===== config.mk =====
export PLATFORM = sky130hd
export DESIGN_NAME = oha_ctrl_flat
export DESIGN_NICKNAME = d
export VERILOG_FILES = /design/src/hdl/oha_pkg.sv /design/src/hdl/oha_if.sv /design/src/hdl/oha_ctrl.sv /design/src/flat_wrapper.sv
export SDC_FILE = /design/constraint.sdc
export NUM_CORES = 1
export LEC_CHECK = 0
export ABC_AREA = 0
export BUFFER_PORTS_ARGS = -buffer_cell sky130_fd_sc_hd__buf_4
export CAP_MARGIN = 20
export CORE_AREA = 2 2 104 106
export DETAILED_ROUTE_END_ITERATION = 8
export DIE_AREA = 0 0 106 108
export PLACE_DENSITY_LB_ADDON = 0.12
export SYNTH_ARGS = -nofsm -noshare
export SYNTH_HDL_FRONTEND = slang
export SYNTH_SLANG_ARGS = --single-unit

===== constraint.sdc =====
create_clock -name clk -period 2.95 [get_ports clk]
set_clock_uncertainty 0.05 [all_clocks]
set_input_delay 0.1475 -clock clk [delete_from_list [all_inputs] [get_ports clk]]
set_output_delay 0.1475 -clock clk [all_outputs]
set_load 0.01 [all_outputs]

===== src/hdl/oha_pkg.sv =====
`timescale 1ns / 1ps
// ----------------------------------------------------------------------------
// oha_pkg
// Shared types, widths and codes for the orbital Hessian apply block.
// ----------------------------------------------------------------------------
package oha_pkg;

    localparam int MaxOrbitals = 8;
    localparam int MaxPairs    = 16;
    localparam int OrbW        = 3;
    localparam int PairW       = 4;
    localparam int CountW      = 4;
    localparam int ValW        = 32;
    localparam int IntAddrW    = 4 * OrbW;
    localparam int CoefW       = 36;
    localparam int AccW        = 64;
    localparam int CfgIdxW     = 1;

    typedef enum logic [2:0] {
        OP_LOAD_INT  = 3'd0,
        OP_LOAD_EN   = 3'd1,
        OP_LOAD_TR   = 3'd2,
        OP_APPLY     = 3'd3,
        OP_PRECOND   = 3'd4
    } op_t;

    localparam logic [CfgIdxW-1:0] CFG_NUM_OCC  = 1'b0;
    localparam logic [CfgIdxW-1:0] CFG_NUM_VIRT = 1'b1;

    // controller -> datapath
    typedef struct packed {
        logic              clr_acc;     // start a new sum
        logic              rd_diag;     // fetch energies and x[ia]
        logic              rd_g;        // fetch integral
        logic [1:0]        g_sel;       // which of the three integrals
        logic              rd_x;        // fetch x[jb]
        logic              mul_diag;    // multiply diagonal term
        logic              mul_coef;    // multiply coefficient term
        logic              add_prod;    // accumulate product
        logic [OrbW-1:0]   i;
        logic [OrbW-1:0]   a;
        logic [OrbW-1:0]   j;
        logic [OrbW-1:0]   b;
    } dp_cmd_t;

    typedef struct packed {
        logic [ValW-1:0] diag_sat;
        logic [ValW-1:0] acc_sat;
    } dp_stat_t;

endpackage


===== src/hdl/oha_if.sv =====
`timescale 1ns / 1ps
// ----------------------------------------------------------------------------
// oha_in_if / oha_out_if
// Valid/ready channels carrying input items and result items.
// ----------------------------------------------------------------------------
interface oha_in_if;
    logic                         valid;
    logic                         ready;
    logic [2:0]                   operation;
    logic [oha_pkg::OrbW-1:0]     orb_p;
    logic [oha_pkg::OrbW-1:0]     orb_q;
    logic [oha_pkg::OrbW-1:0]     orb_r;
    logic [oha_pkg::OrbW-1:0]     orb_s;
    logic [oha_pkg::PairW-1:0]    pair_index;
    logic signed [oha_pkg::ValW-1:0] load_value;
    modport source (output valid, operation, orb_p, orb_q, orb_r, orb_s, pair_index,
                    load_value, input ready);
    modport sink (input valid, operation, orb_p, orb_q, orb_r, orb_s, pair_index,
                  load_value, output ready);
endinterface

interface oha_out_if;
    logic                         valid;
    logic                         ready;
    logic signed [oha_pkg::ValW-1:0] result_value;
    logic [oha_pkg::PairW-1:0]    result_index;
    logic                         last;
    logic                         layout_error;
    modport source (output valid, result_value, result_index, last, layout_error,
                    input ready);
    modport sink (input valid, result_value, result_index, last, layout_error,
                  output ready);
endinterface


===== src/hdl/oha_ctrl.sv =====
`timescale 1ns / 1ps
// ----------------------------------------------------------------------------
// oha_ctrl
// Sequencer: takes items, walks pairs and terms, drives the output register.
// ----------------------------------------------------------------------------
module oha_ctrl
(
    input  logic                       clk,
    input  logic                       rst_n,
    oha_in_if.sink                     in_ch,
    oha_out_if.source                  out_ch,
    input  logic [oha_pkg::CountW-1:0] nocc,
    input  logic [oha_pkg::CountW-1:0] nvir,
    output logic                       wr_int,
    output logic                       wr_en_e,
    output logic                       wr_tr,
    output oha_pkg::dp_cmd_t           cmd,
    input  oha_pkg::dp_stat_t          stat
);
    typedef enum logic [6:0] {
        S_IDLE  = 7'b0000001,
        S_DIAG  = 7'b0000010,
        S_DMUL  = 7'b0000100,
        S_TERM  = 7'b0001000,
        S_DRAIN = 7'b0010000,
        S_EMIT  = 7'b0100000,
        S_WAIT  = 7'b1000000
    } state_t;

    state_t state_reg, state_next;
    logic   apply_reg, apply_next;
    logic [oha_pkg::OrbW-1:0] i_reg, i_next, a_reg, a_next, j_reg, j_next, b_reg, b_next;
    logic [1:0] g_reg, g_next;
    logic [2:0] cnt_reg, cnt_next;
    logic [2:0] pipe_reg, pipe_next;   // delayed term issue: coef, mul, add
    logic       ovalid_reg, ovalid_next, olast_reg, olast_next, oerr_reg, oerr_next;
    logic [oha_pkg::ValW-1:0]   oval_reg, oval_next;
    logic [oha_pkg::PairW-1:0]  oidx_reg, oidx_next;
    logic       is_load, is_run, bad_layout, last_pair, last_term, out_free;
    logic [oha_pkg::CountW:0] osum;
    logic [2*oha_pkg::CountW-1:0] oprod;
    logic [2*oha_pkg::CountW-1:0] ia_full;

    assign osum  = {1'b0, nocc} + {1'b0, nvir};
    assign oprod = nocc * nvir;
    assign bad_layout = (nocc == '0) || (nvir == '0)
                        || (osum > (oha_pkg::CountW+1)'(oha_pkg::MaxOrbitals))
                        || (oprod > (2*oha_pkg::CountW)'(oha_pkg::MaxPairs));
    assign is_load = (in_ch.operation == oha_pkg::OP_LOAD_INT)
                     || (in_ch.operation == oha_pkg::OP_LOAD_EN)
                     || (in_ch.operation == oha_pkg::OP_LOAD_TR);
    assign is_run  = (in_ch.operation == oha_pkg::OP_APPLY)
                     || (in_ch.operation == oha_pkg::OP_PRECOND);
    assign out_free = !ovalid_reg || out_ch.ready;
    assign in_ch.ready = (state_reg == S_IDLE) && (!is_run || out_free);

    assign wr_int  = in_ch.valid && in_ch.ready && (in_ch.operation == oha_pkg::OP_LOAD_INT);
    assign wr_en_e = in_ch.valid && in_ch.ready && (in_ch.operation == oha_pkg::OP_LOAD_EN);
    assign wr_tr   = in_ch.valid && in_ch.ready && (in_ch.operation == oha_pkg::OP_LOAD_TR);

    assign last_pair = ({1'b0, i_reg} == nocc - 1'b1) && ({1'b0, a_reg} == nvir - 1'b1);
    assign last_term = ({1'b0, j_reg} == nocc - 1'b1) && ({1'b0, b_reg} == nvir - 1'b1)
                       && (g_reg == 2'd2);
    assign ia_full = i_reg * nvir + {5'd0, a_reg};

    always_comb
    begin
        state_next  = state_reg;
        apply_next  = apply_reg;
        i_next = i_reg; a_next = a_reg; j_next = j_reg; b_next = b_reg;
        g_next = g_reg; cnt_next = cnt_reg;
        ovalid_next = ovalid_reg && !out_ch.ready;
        olast_next  = olast_reg; oerr_next = oerr_reg;
        oval_next   = oval_reg;  oidx_next = oidx_reg;
        pipe_next   = {pipe_reg[1:0], 1'b0};
        cmd = '0;
        cmd.i = i_reg; cmd.a = a_reg; cmd.j = j_reg; cmd.b = b_reg; cmd.g_sel = g_reg;
        cmd.add_prod = pipe_reg[2];
        cmd.mul_coef = pipe_reg[1];
        unique case (state_reg)
            S_IDLE:
            begin
                if (in_ch.valid && in_ch.ready && is_run && !is_load)
                begin
                    apply_next = (in_ch.operation == oha_pkg::OP_APPLY);
                    i_next = '0; a_next = '0;
                    if (bad_layout)
                    begin
                        ovalid_next = 1'b1; oval_next = '0; oidx_next = '0;
                        olast_next = 1'b1; oerr_next = 1'b1;
                    end
                    else
                        state_next = S_DIAG;
                end
            end
            S_DIAG:
            begin
                cmd.rd_diag = 1'b1;
                cnt_next = 3'd0;
                state_next = S_DMUL;
            end
            S_DMUL:
            begin
                // energy diff registered, then multiply
                cnt_next = cnt_reg + 3'd1;
                if (cnt_reg == 3'd1)
                begin
                    cmd.clr_acc = 1'b1;
                    if (apply_next)
                    begin
                        cmd.mul_diag = 1'b1;
                        j_next = '0; b_next = '0; g_next = 2'd0;
                        state_next = S_TERM;
                    end
                    else
                        state_next = S_EMIT;
                end
            end
            S_TERM:
            begin
                if (cnt_reg == 3'd2)
                    cmd.add_prod = 1'b1;   // diagonal product
                cnt_next = 3'd0;
                cmd.rd_g = 1'b1;
                if (g_reg == 2'd2)
                begin
                    cmd.rd_x = 1'b1;
                    pipe_next[0] = 1'b1;
                    g_next = 2'd0;
                    if (last_term)
                    begin
                        cnt_next = 3'd0;
                        state_next = S_DRAIN;
                    end
                    else if ({1'b0, b_reg} == nvir - 1'b1)
                    begin
                        b_next = '0; j_next = j_reg + 1'b1;
                    end
                    else
                        b_next = b_reg + 1'b1;
                end
                else
                    g_next = g_reg + 2'd1;
            end
            S_DRAIN:
            begin
                cnt_next = cnt_reg + 3'd1;
                if (cnt_reg == 3'd3)
                    state_next = S_EMIT;
            end
            S_EMIT:
            begin
                if (out_free)
                begin
                    ovalid_next = 1'b1;
                    oval_next = apply_reg ? stat.acc_sat : stat.diag_sat;
                    oidx_next = ia_full[oha_pkg::PairW-1:0];
                    olast_next = last_pair;
                    oerr_next = 1'b0;
                    if (last_pair)
                        state_next = S_IDLE;
                    else
                    begin
                        if ({1'b0, a_reg} == nvir - 1'b1)
                        begin
                            a_next = '0; i_next = i_reg + 1'b1;
                        end
                        else
                            a_next = a_reg + 1'b1;
                        state_next = S_DIAG;
                    end
                end
            end
            S_WAIT:  state_next = S_IDLE;
            default: state_next = S_IDLE;
        endcase
        if (state_reg == S_DMUL && cnt_reg == 3'd1 && apply_reg)
            cnt_next = 3'd2;
    end

    always_ff @(posedge clk or negedge rst_n)
    begin
        if (!rst_n)
        begin
            state_reg <= S_IDLE; apply_reg <= 1'b0;
            i_reg <= '0; a_reg <= '0; j_reg <= '0; b_reg <= '0;
            g_reg <= '0; cnt_reg <= '0; pipe_reg <= '0;
            ovalid_reg <= 1'b0; olast_reg <= 1'b0; oerr_reg <= 1'b0;
        end
        else
        begin
            state_reg <= state_next; apply_reg <= apply_next;
            i_reg <= i_next; a_reg <= a_next; j_reg <= j_next; b_reg <= b_next;
            g_reg <= g_next; cnt_reg <= cnt_next; pipe_reg <= pipe_next;
            ovalid_reg <= ovalid_next; olast_reg <= olast_next; oerr_reg <= oerr_next;
        end
    end

    always_ff @(posedge clk)
    begin
        oval_reg <= oval_next;
        oidx_reg <= oidx_next;
    end

    assign out_ch.valid        = ovalid_reg;
    assign out_ch.result_value = oval_reg;
    assign out_ch.result_index = oidx_reg;
    assign out_ch.last         = olast_reg;
    assign out_ch.layout_error = oerr_reg;
endmodule


===== src/flat_wrapper.sv =====
// flat-port wrapper written by rule: the top's interface ports become plain ports
module oha_ctrl_flat 
  (clk, rst_n, nocc, nvir, wr_int, wr_en_e, wr_tr, cmd, stat, in_ch_valid, in_ch_operation, in_ch_orb_p, in_ch_orb_q, in_ch_orb_r, in_ch_orb_s, in_ch_pair_index, in_ch_load_value, in_ch_ready, out_ch_valid, out_ch_result_value, out_ch_result_index, out_ch_last, out_ch_layout_error, out_ch_ready);
  oha_in_if in_ch_i ();
  oha_out_if out_ch_i ();
  input  logic clk;
  input  logic rst_n;
  input  logic [oha_pkg::CountW-1:0] nocc;
  input  logic [oha_pkg::CountW-1:0] nvir;
  output logic wr_int;
  output logic wr_en_e;
  output logic wr_tr;
  output oha_pkg::dp_cmd_t cmd;
  input  oha_pkg::dp_stat_t stat;
  input wire logic [$bits(in_ch_i.valid)-1:0] in_ch_valid;
  input wire logic [$bits(in_ch_i.operation)-1:0] in_ch_operation;
  input wire logic [$bits(in_ch_i.orb_p)-1:0] in_ch_orb_p;
  input wire logic [$bits(in_ch_i.orb_q)-1:0] in_ch_orb_q;
  input wire logic [$bits(in_ch_i.orb_r)-1:0] in_ch_orb_r;
  input wire logic [$bits(in_ch_i.orb_s)-1:0] in_ch_orb_s;
  input wire logic [$bits(in_ch_i.pair_index)-1:0] in_ch_pair_index;
  input wire logic [$bits(in_ch_i.load_value)-1:0] in_ch_load_value;
  output wire logic [$bits(in_ch_i.ready)-1:0] in_ch_ready;
  output wire logic [$bits(out_ch_i.valid)-1:0] out_ch_valid;
  output wire logic [$bits(out_ch_i.result_value)-1:0] out_ch_result_value;
  output wire logic [$bits(out_ch_i.result_index)-1:0] out_ch_result_index;
  output wire logic [$bits(out_ch_i.last)-1:0] out_ch_last;
  output wire logic [$bits(out_ch_i.layout_error)-1:0] out_ch_layout_error;
  input wire logic [$bits(out_ch_i.ready)-1:0] out_ch_ready;
  assign in_ch_i.valid = in_ch_valid;
  assign in_ch_i.operation = in_ch_operation;
  assign in_ch_i.orb_p = in_ch_orb_p;
  assign in_ch_i.orb_q = in_ch_orb_q;
  assign in_ch_i.orb_r = in_ch_orb_r;
  assign in_ch_i.orb_s = in_ch_orb_s;
  assign in_ch_i.pair_index = in_ch_pair_index;
  assign in_ch_i.load_value = in_ch_load_value;
  assign in_ch_ready = in_ch_i.ready;
  assign out_ch_valid = out_ch_i.valid;
  assign out_ch_result_value = out_ch_i.result_value;
  assign out_ch_result_index = out_ch_i.result_index;
  assign out_ch_last = out_ch_i.last;
  assign out_ch_layout_error = out_ch_i.layout_error;
  assign out_ch_i.ready = out_ch_ready;
  oha_ctrl u_core (.clk(clk), .rst_n(rst_n), .in_ch(in_ch_i), .out_ch(out_ch_i), .nocc(nocc), .nvir(nvir), .wr_int(wr_int), .wr_en_e(wr_en_e), .wr_tr(wr_tr), .cmd(cmd), .stat(stat));
endmodule

==> flow_metrics.env, run 1 <==
export IMPL_rr_endpoint="u_core.out_ch.result_index[3]"
export IMPL_yosysSeqAreaShare_pct=41.2
export IMPL_yosysUniqueCellTypes=64
export IMPL_synthCells=433
export IMPL_grt_max_degree=37
export IMPL_startpoint_type="primary input"
export IMPL_async_flop_share_pct=45.5
export IMPL_dr_pass1_iters=4
export IMPL_io_pins=191
export IMPL_crit_type="in -> reg"
export IMPL_vias=3905
export IMPL_layout_cells_non_filler=757
export IMPL_synth_area_per_cell_um2=10.3
export IMPL_worst_ir_drop_vdd_mv=0.291
export IMPL_yosys_top_cells_area="edfxtp_1 24%, dfrtp_1 16%, ha_1 9.0%"
export IMPL_critPathTopFamily="adder cells"
export IMPL_cts_root_buf="clkbuf_8"
export IMPL_cpPeakStageDelay_ns=0.57
export IMPL_tns_ns=-2.19
export IMPL_largest_reg_flops=32
export IMPL_fmax_mhz=328
export IMPL_drive_gt1_share_pct=37.7
export IMPL_end_kind="register"
export IMPL_die_h_um=108
export IMPL_grt_pass1_wl_mm=18.3
export IMPL_grtUsageTotal_pct=20.0
export IMPL_grt_pass1_vias=3862
export IMPL_rsz0062_at_grt="true"
export IMPL_rrSetupSlack_ns=-0.08
export IMPL_critPathBufInv=4
export IMPL_rr_startpoint="u_core.i_reg[2]"
export IMPL_ant_nets=0
export IMPL_synth_top_area_share_pct=24.3
export IMPL_yosysTopAreaCell="edfxtp_1"
export IMPL_yosysMostFrequentCell="nor2_1"
export IMPL_syn_area_mm2=0.00445
export IMPL_initial_utilization_pct=43.5
export IMPL_hp_start="stat[56]"
export IMPL_worstPathCellList="buf_8 > nand2_4 > fa_1 > inv_2 > fa_2 > fa_2 > nor4_4 > o221a_2 > and4b_2 > a31oi_4 > buf_12 > buf_6 > mux2_4"
export IMPL_required_ns=3.11
export IMPL_drv_cap=0
export IMPL_final_setup_worst_slack_ns=-0.103
export IMPL_viasPerCell=5.16
export IMPL_crit_start="nvir[2]"
export IMPL_cts_max_path_buffers=2
export IMPL_worstSkewPairLatency_ns=0.34
export IMPL_synthToLayoutAreaGrowth_pct=44.6
export IMPL_whs_ns=0.0705
export IMPL_status="finished, violations left"
export IMPL_violations="setup timing"
export IMPL_place_inst=725
export IMPL_r2r_cells=11
export IMPL_timing_final_crit_share_pct=104
export IMPL_crit_path_frequent_cell="fa_2"
export IMPL_maxSlewHeadroom_pct=65.5
export IMPL_die_w_um=106
export IMPL_dp_hpwl_mm=8.85
export IMPL_die_area_mm2=0.0114
export IMPL_synth_nets=600
export IMPL_synth_flop_cell="edfxtp_1"
export IMPL_drtIter0Drc=215
export IMPL_cts_tree="done"
export IMPL_ctsHtreeMaxLevel=3
export IMPL_tightestPinTransition_ns=0.518
export IMPL_n_antenna_cell=0
export IMPL_ys_warnings_count=0
export IMPL_hp_class="in -> reg"
export IMPL_setup_viol=38
export IMPL_drc=0
export IMPL_drt_total_wl_mm=12.0
export IMPL_wire_per_inst_um=15.9
export IMPL_critPathSlowestCell="fa_2"
export IMPL_post_route_min_period_ns=3.05
export IMPL_hold_end="u_core.out_ch.result_value[24]"
export IMPL_core_region_area_mm2=0.0102
export IMPL_cts_buffers=9
export IMPL_synth_edf_count=36
export IMPL_grt_overflow_total=0
export IMPL_rows=37
export IMPL_crit_fanout=5
export IMPL_final_hold_violation_count=0
export IMPL_gp_congestion=0.824
export IMPL_antenna_found_initial=0
export IMPL_p_per_area_mw_per_mm2=402
export IMPL_nets=783
export IMPL_portBuffers=142
export IMPL_synth_common_cells="58 x nor2_1, 37 x mux2i_1, 36 x edfxtp_1"
export IMPL_arrival_ns=3.22
export IMPL_holdPathStages=3
export IMPL_ys_ff_latch=66
export IMPL_p_leak_nw=3.10
export IMPL_clock_sinks=66
export IMPL_cts_clk_slew_worst_paths_ns=0.07
export IMPL_finalMaxSlewViolations=0
[where the power goes]
part | leakage [nW] | internal [mW] | switching (mW)
logic | 2.28 | 0.432 | 0.389
clock network | 0.0867 | 0.351 | 0.340
registers | 0.735 | 1.03 | 0.0436
total | 3.10 | 1.81 | 0.772
[cell families after synthesis]
kind of cell / Yosys count / share of synthesized area, %
XOR/XNOR: 22 / 4.33
multiplexers: 38 / 8.58
flip-flops: 66 / 41.2
AO/OA/AOI/OAI: 60 / 9.37
AND/OR/NAND/NOR: 166 / 19.6
adder cells (fa/ha/maj): 41 / 12.8
buffers and inverters: 40 / 4.05
[metal layers]
metal | vias to the layer above | routed length, um | GRT usage [%]
li1 | 1912 | - | -
met2 | 144 | 5790 | 34.6
met4 | 0 | 159 | 6.77
met5 | - | 0 | 0
met3 | 17 | 785 | 4.58
met1 | 1832 | 5260 | 25.0
[layout by cell type (no fill, tap or decap), types with 6 or more instances in the layout]
cell type,Yosys,layout
dfrtp_1,29,27
nor3b_1,6,6
inv_1,23,22
buf_6,2,9
nor2b_1,7,7
nor3_1,8,8
a21oi_1,8,7
mux2i_1,37,37
ha_1,32,27
nor2_1,58,58
and2_1,15,14
xnor2_1,14,14
buf_4,3,168
nand3_1,11,10
edfxtp_1,36,36
nand2_1,31,28
o21ai_0,18,16
clkbuf_8,0,11
xor2_1,8,8
[worst register-to-register path: stages, from the launching register on]
cell and delay, ns:
dfrtp_2 0.41, and2_4 0.16, fa_1 0.52, inv_1 0.05
fa_1 0.48, inv_1 0.05, fa_2 0.33, xor2_1 0.16
xnor2_1 0.22, xnor2_1 0.17, xnor2_1 0.15, nor2_1 0.05
[stage by stage]
stage / worst slack [ns] / utilization, % / instance area [um2] / power [mW]
detailed placement: -0.409 / 57.3 / 5860 / 1.77
global placement: -0.365 / 57.3 / 5860 / 1.76
CTS: -0.0995 / 59.8 / 6120 / 2.48
finish: -0.103 / 62.9 / 6430 / 2.59
floorplan: -0.655 / - / 4480 / 1.47
global route: -0.212 / 62.9 / 6430 / 2.72
[worst max path at each step]
stage                     depth (start not counted)                             end  slack (ns)
after floorplan                                  11              u_core.out_ch.last       -0.65
after global placement                           11  u_core.out_ch.result_value[24]       -0.36
after detailed placement                         12              u_core.out_ch.last       -0.41
after CTS                                        11   u_core.out_ch.result_index[3]        -0.1
after global routing                             11   u_core.out_ch.result_index[3]       -0.21
final                                            13              u_core.out_ch.last       -0.10
[final cells by class]
class | count | area (um2)
flip-flops and latches | 66 | 1840
repair buffers | 189 | 1600
well taps | 136 | 170
fillers | 835 | 3800
inverters | 23 | 86.3
multi-input cells | 327 | 2570
clock inverters | 2 | 12.5
clock buffers | 14 | 163
[repair_timing]
item,in CTS,in global routing
resized for setup,15,17
hold buffers,2,0
setup endpoints to repair,38,41
endpoints found under the hold margin,30,0
cloned,0,8
setup buffers,0,6
pin swaps,9,6
(Power assumes the default switching activity.)
==> run 2, diff against run 1 <==
- CORE_AREA: 2 2 104 106 -> 2 2 116 118
- DIE_AREA: 0 0 106 108 -> 0 0 118 120
- REMOVE_ABC_BUFFERS: unset -> 1
==> run 2 against run 1 <==
The run still ends with setup timing left. Combinational power down 2%. Register-to-register slack better by 0.04 ns. Global-route usage down 2.3 points. Final cell count up 4.6%. Via count down 0.85%. Non-clock buffer count down 5. Flip-flop and latch count unchanged. Sequential share of layout area down 0.61 points. Maximum frequency up 0.89%. Die area up 24%. Sequential power about the same. Critical endpoint is now u_core.out_ch.result_value[8]. Highest routed layer unchanged.
==> flow_metrics.env, run 2 (synthesis results as in run 1) <==
export IMPL_p_per_area_mw_per_mm2=440
export IMPL_grt_use_met2_pct=29.9
export IMPL_drv_cap=0
export IMPL_rows=42
export IMPL_preCtsSetupSlack_ns=-0.552
export IMPL_use_met1_pct=22.4
export IMPL_worstSkewPairLatency_ns=0.33
export IMPL_portBuffers=142
export IMPL_die_w_um=118
export IMPL_vias=3872
export IMPL_final_util_pct=50.6
export IMPL_finalMaxSlewViolations=0
export IMPL_grt_pass1_wl_mm=19.8
export IMPL_ctsHtreeMaxLevel=3
export IMPL_grt_pass1_vias=3853
export IMPL_p_seq_share_pct=37.3
export IMPL_n_antenna_cell=0
export IMPL_dp_hpwl_mm=9.53
export IMPL_drive_gt1_share_pct=37.8
export IMPL_viasPerCell=4.89
export IMPL_place_area_mm2=0.00591
export IMPL_power_switching_uw=827
export IMPL_tns_ns=-2.14
export IMPL_tightestPinTransition_ns=0.528
export IMPL_rrSetupSlack_ns=-0.04
export IMPL_drc=0
export IMPL_crit_fanout=5
export IMPL_met3_usage_pct=4.71
export IMPL_busiest_layer="met2"
export IMPL_holdPathStages=3
export IMPL_synthToLayoutAreaGrowth_pct=47.7
export IMPL_pwr_share_clk_pct=34.9
export IMPL_initial_utilization_pct=34.3
export IMPL_cts_max_path_buffers=2
export IMPL_p_leak_nw=3.13
export IMPL_status="finished, violations left"
export IMPL_cts_clk_slew_worst_paths_ns=0.06
export IMPL_clock_sinks=66
export IMPL_end_kind="register"
export IMPL_setup_viol=38
export IMPL_crit_path_end="u_core.out_ch.result_value[8]"
export IMPL_crit_type="in -> reg"
export IMPL_grtUsageTotal_pct=17.8
export IMPL_nets=778
export IMPL_crit_start="nocc[0]"
export IMPL_grt_max_degree=34
export IMPL_worst_ir_drop_vdd_mv=0.234
export IMPL_maxSlewHeadroom_pct=64.8
export IMPL_cts_root_buf="clkbuf_16"
export IMPL_final_common_cell="buf_4"
export IMPL_p_comb_share_pct=27.8
export IMPL_whs_ns=0.0736
export IMPL_core_region_area_mm2=0.0130
export IMPL_wire_per_inst_um=16.1
export IMPL_drtIter0Drc=140
export IMPL_die_area_mm2=0.0142
export IMPL_arrival_ns=3.02
export IMPL_fin_area_mm2=0.00657
export IMPL_final_setup_worst_slack_ns=-0.0763
export IMPL_largest_reg_flops=32
export IMPL_violations="setup timing"
export IMPL_rr_endpoint="u_core.out_ch.result_index[3]"
export IMPL_switching_share_pct=28.6
export IMPL_cts_buffers=9
export IMPL_drt_total_wl_mm=12.7
export IMPL_post_route_min_period_ns=3.03
export IMPL_rsz0062_at_grt="true"
export IMPL_antenna_found_initial=0
export IMPL_final_cell_mix="167 x buf_4, 58 x nor2_1, 37 x mux2i_1, 36 x edfxtp_1"
export IMPL_dr_pass1_iters=4
export IMPL_final_hold_violation_count=0
export IMPL_die_h_um=120
export IMPL_ant_nets=0
export IMPL_gp_congestion=0.794
export IMPL_io_pins=191
export IMPL_startpoint_type="primary input"
export IMPL_p_int_mw=2.06
export IMPL_cts_tree="done"
export IMPL_required_ns=2.95
export IMPL_fmax_mhz=330
export IMPL_rr_startpoint="u_core.i_reg[0]"
export IMPL_hp_class="in -> reg"
export IMPL_grt_overflow_total=0
export IMPL_timing_final_crit_share_pct=103
export IMPL_r2r_cells=11
[run 2: worst min path at each step]
stage	from	end	slack, ns
global placement	rst_n	u_core.cnt_reg[1]	0.07
finish	stat[45]	u_core.out_ch.result_value[13]	0.07
detailed placement	rst_n	u_core.pipe_reg[2]	0.06
global route	stat[39]	u_core.out_ch.result_value[7]	0.09
CTS	stat[45]	u_core.out_ch.result_value[13]	0.07
floorplan	rst_n	u_core.a_reg[0]	-0.20
[run 2: critical path, stage by stage]
cell       delay [ns]
buf_8            0.08
nand2_4          0.04
fa_1             0.53
inv_1            0.05
fa_2             0.47
fa_2             0.63
nor4_4           0.05
o221a_2          0.26
and4b_2          0.23
a31oi_4          0.20
buf_6            0.18
clkbuf_16        0.15
[run 2: power groups by stage]
stage               Combinational (mW)  Sequential [mW]  Clock [mW]
finish                           0.805             1.08        1.01
global placement                 0.667             1.10           0
global route                     0.875             1.08        1.07
detailed placement               0.673             1.10           0
floorplan                        0.327             1.12           0
CTS                              0.726             1.08        1.03
[run 2: routing by layer]
metal,wire length (um),share of wire [%]
met5,0,0
met4,157,1.2
met3,810,6.4
met2,6020,47
met1,5740,45
[run 2: repair_timing]
| item | in CTS | in global routing |
|---|---|---|
| setup endpoints to repair | 41 | 41 |
| gates cloned | 2 | 5 |
| setup buffers | 2 | 1 |
| pin swaps | 18 | 8 |
| endpoints found under the hold margin | 30 | 0 |
| resized for setup | 19 | 22 |
| hold buffers | 2 | 0 |
[run 2: final cells by class]
class | instances | area, um2
fill | 1197 | 6410
sequential | 66 | 1830
timing repair buffer | 184 | 1560
multi-input combinational | 327 | 2580
tap | 176 | 220
inverter | 23 | 86.3
clock inverter | 4 | 23.8
clock buffer | 12 | 258
[run 2: metrics by stage]
step	total power, mW	instances
6_report	2.89	792
5_1_grt	3.03	792
4_1_cts	2.84	786
3_5_place_dp	1.77	764
3_3_place_gp	1.76	764
2_1_floorplan	1.45	416
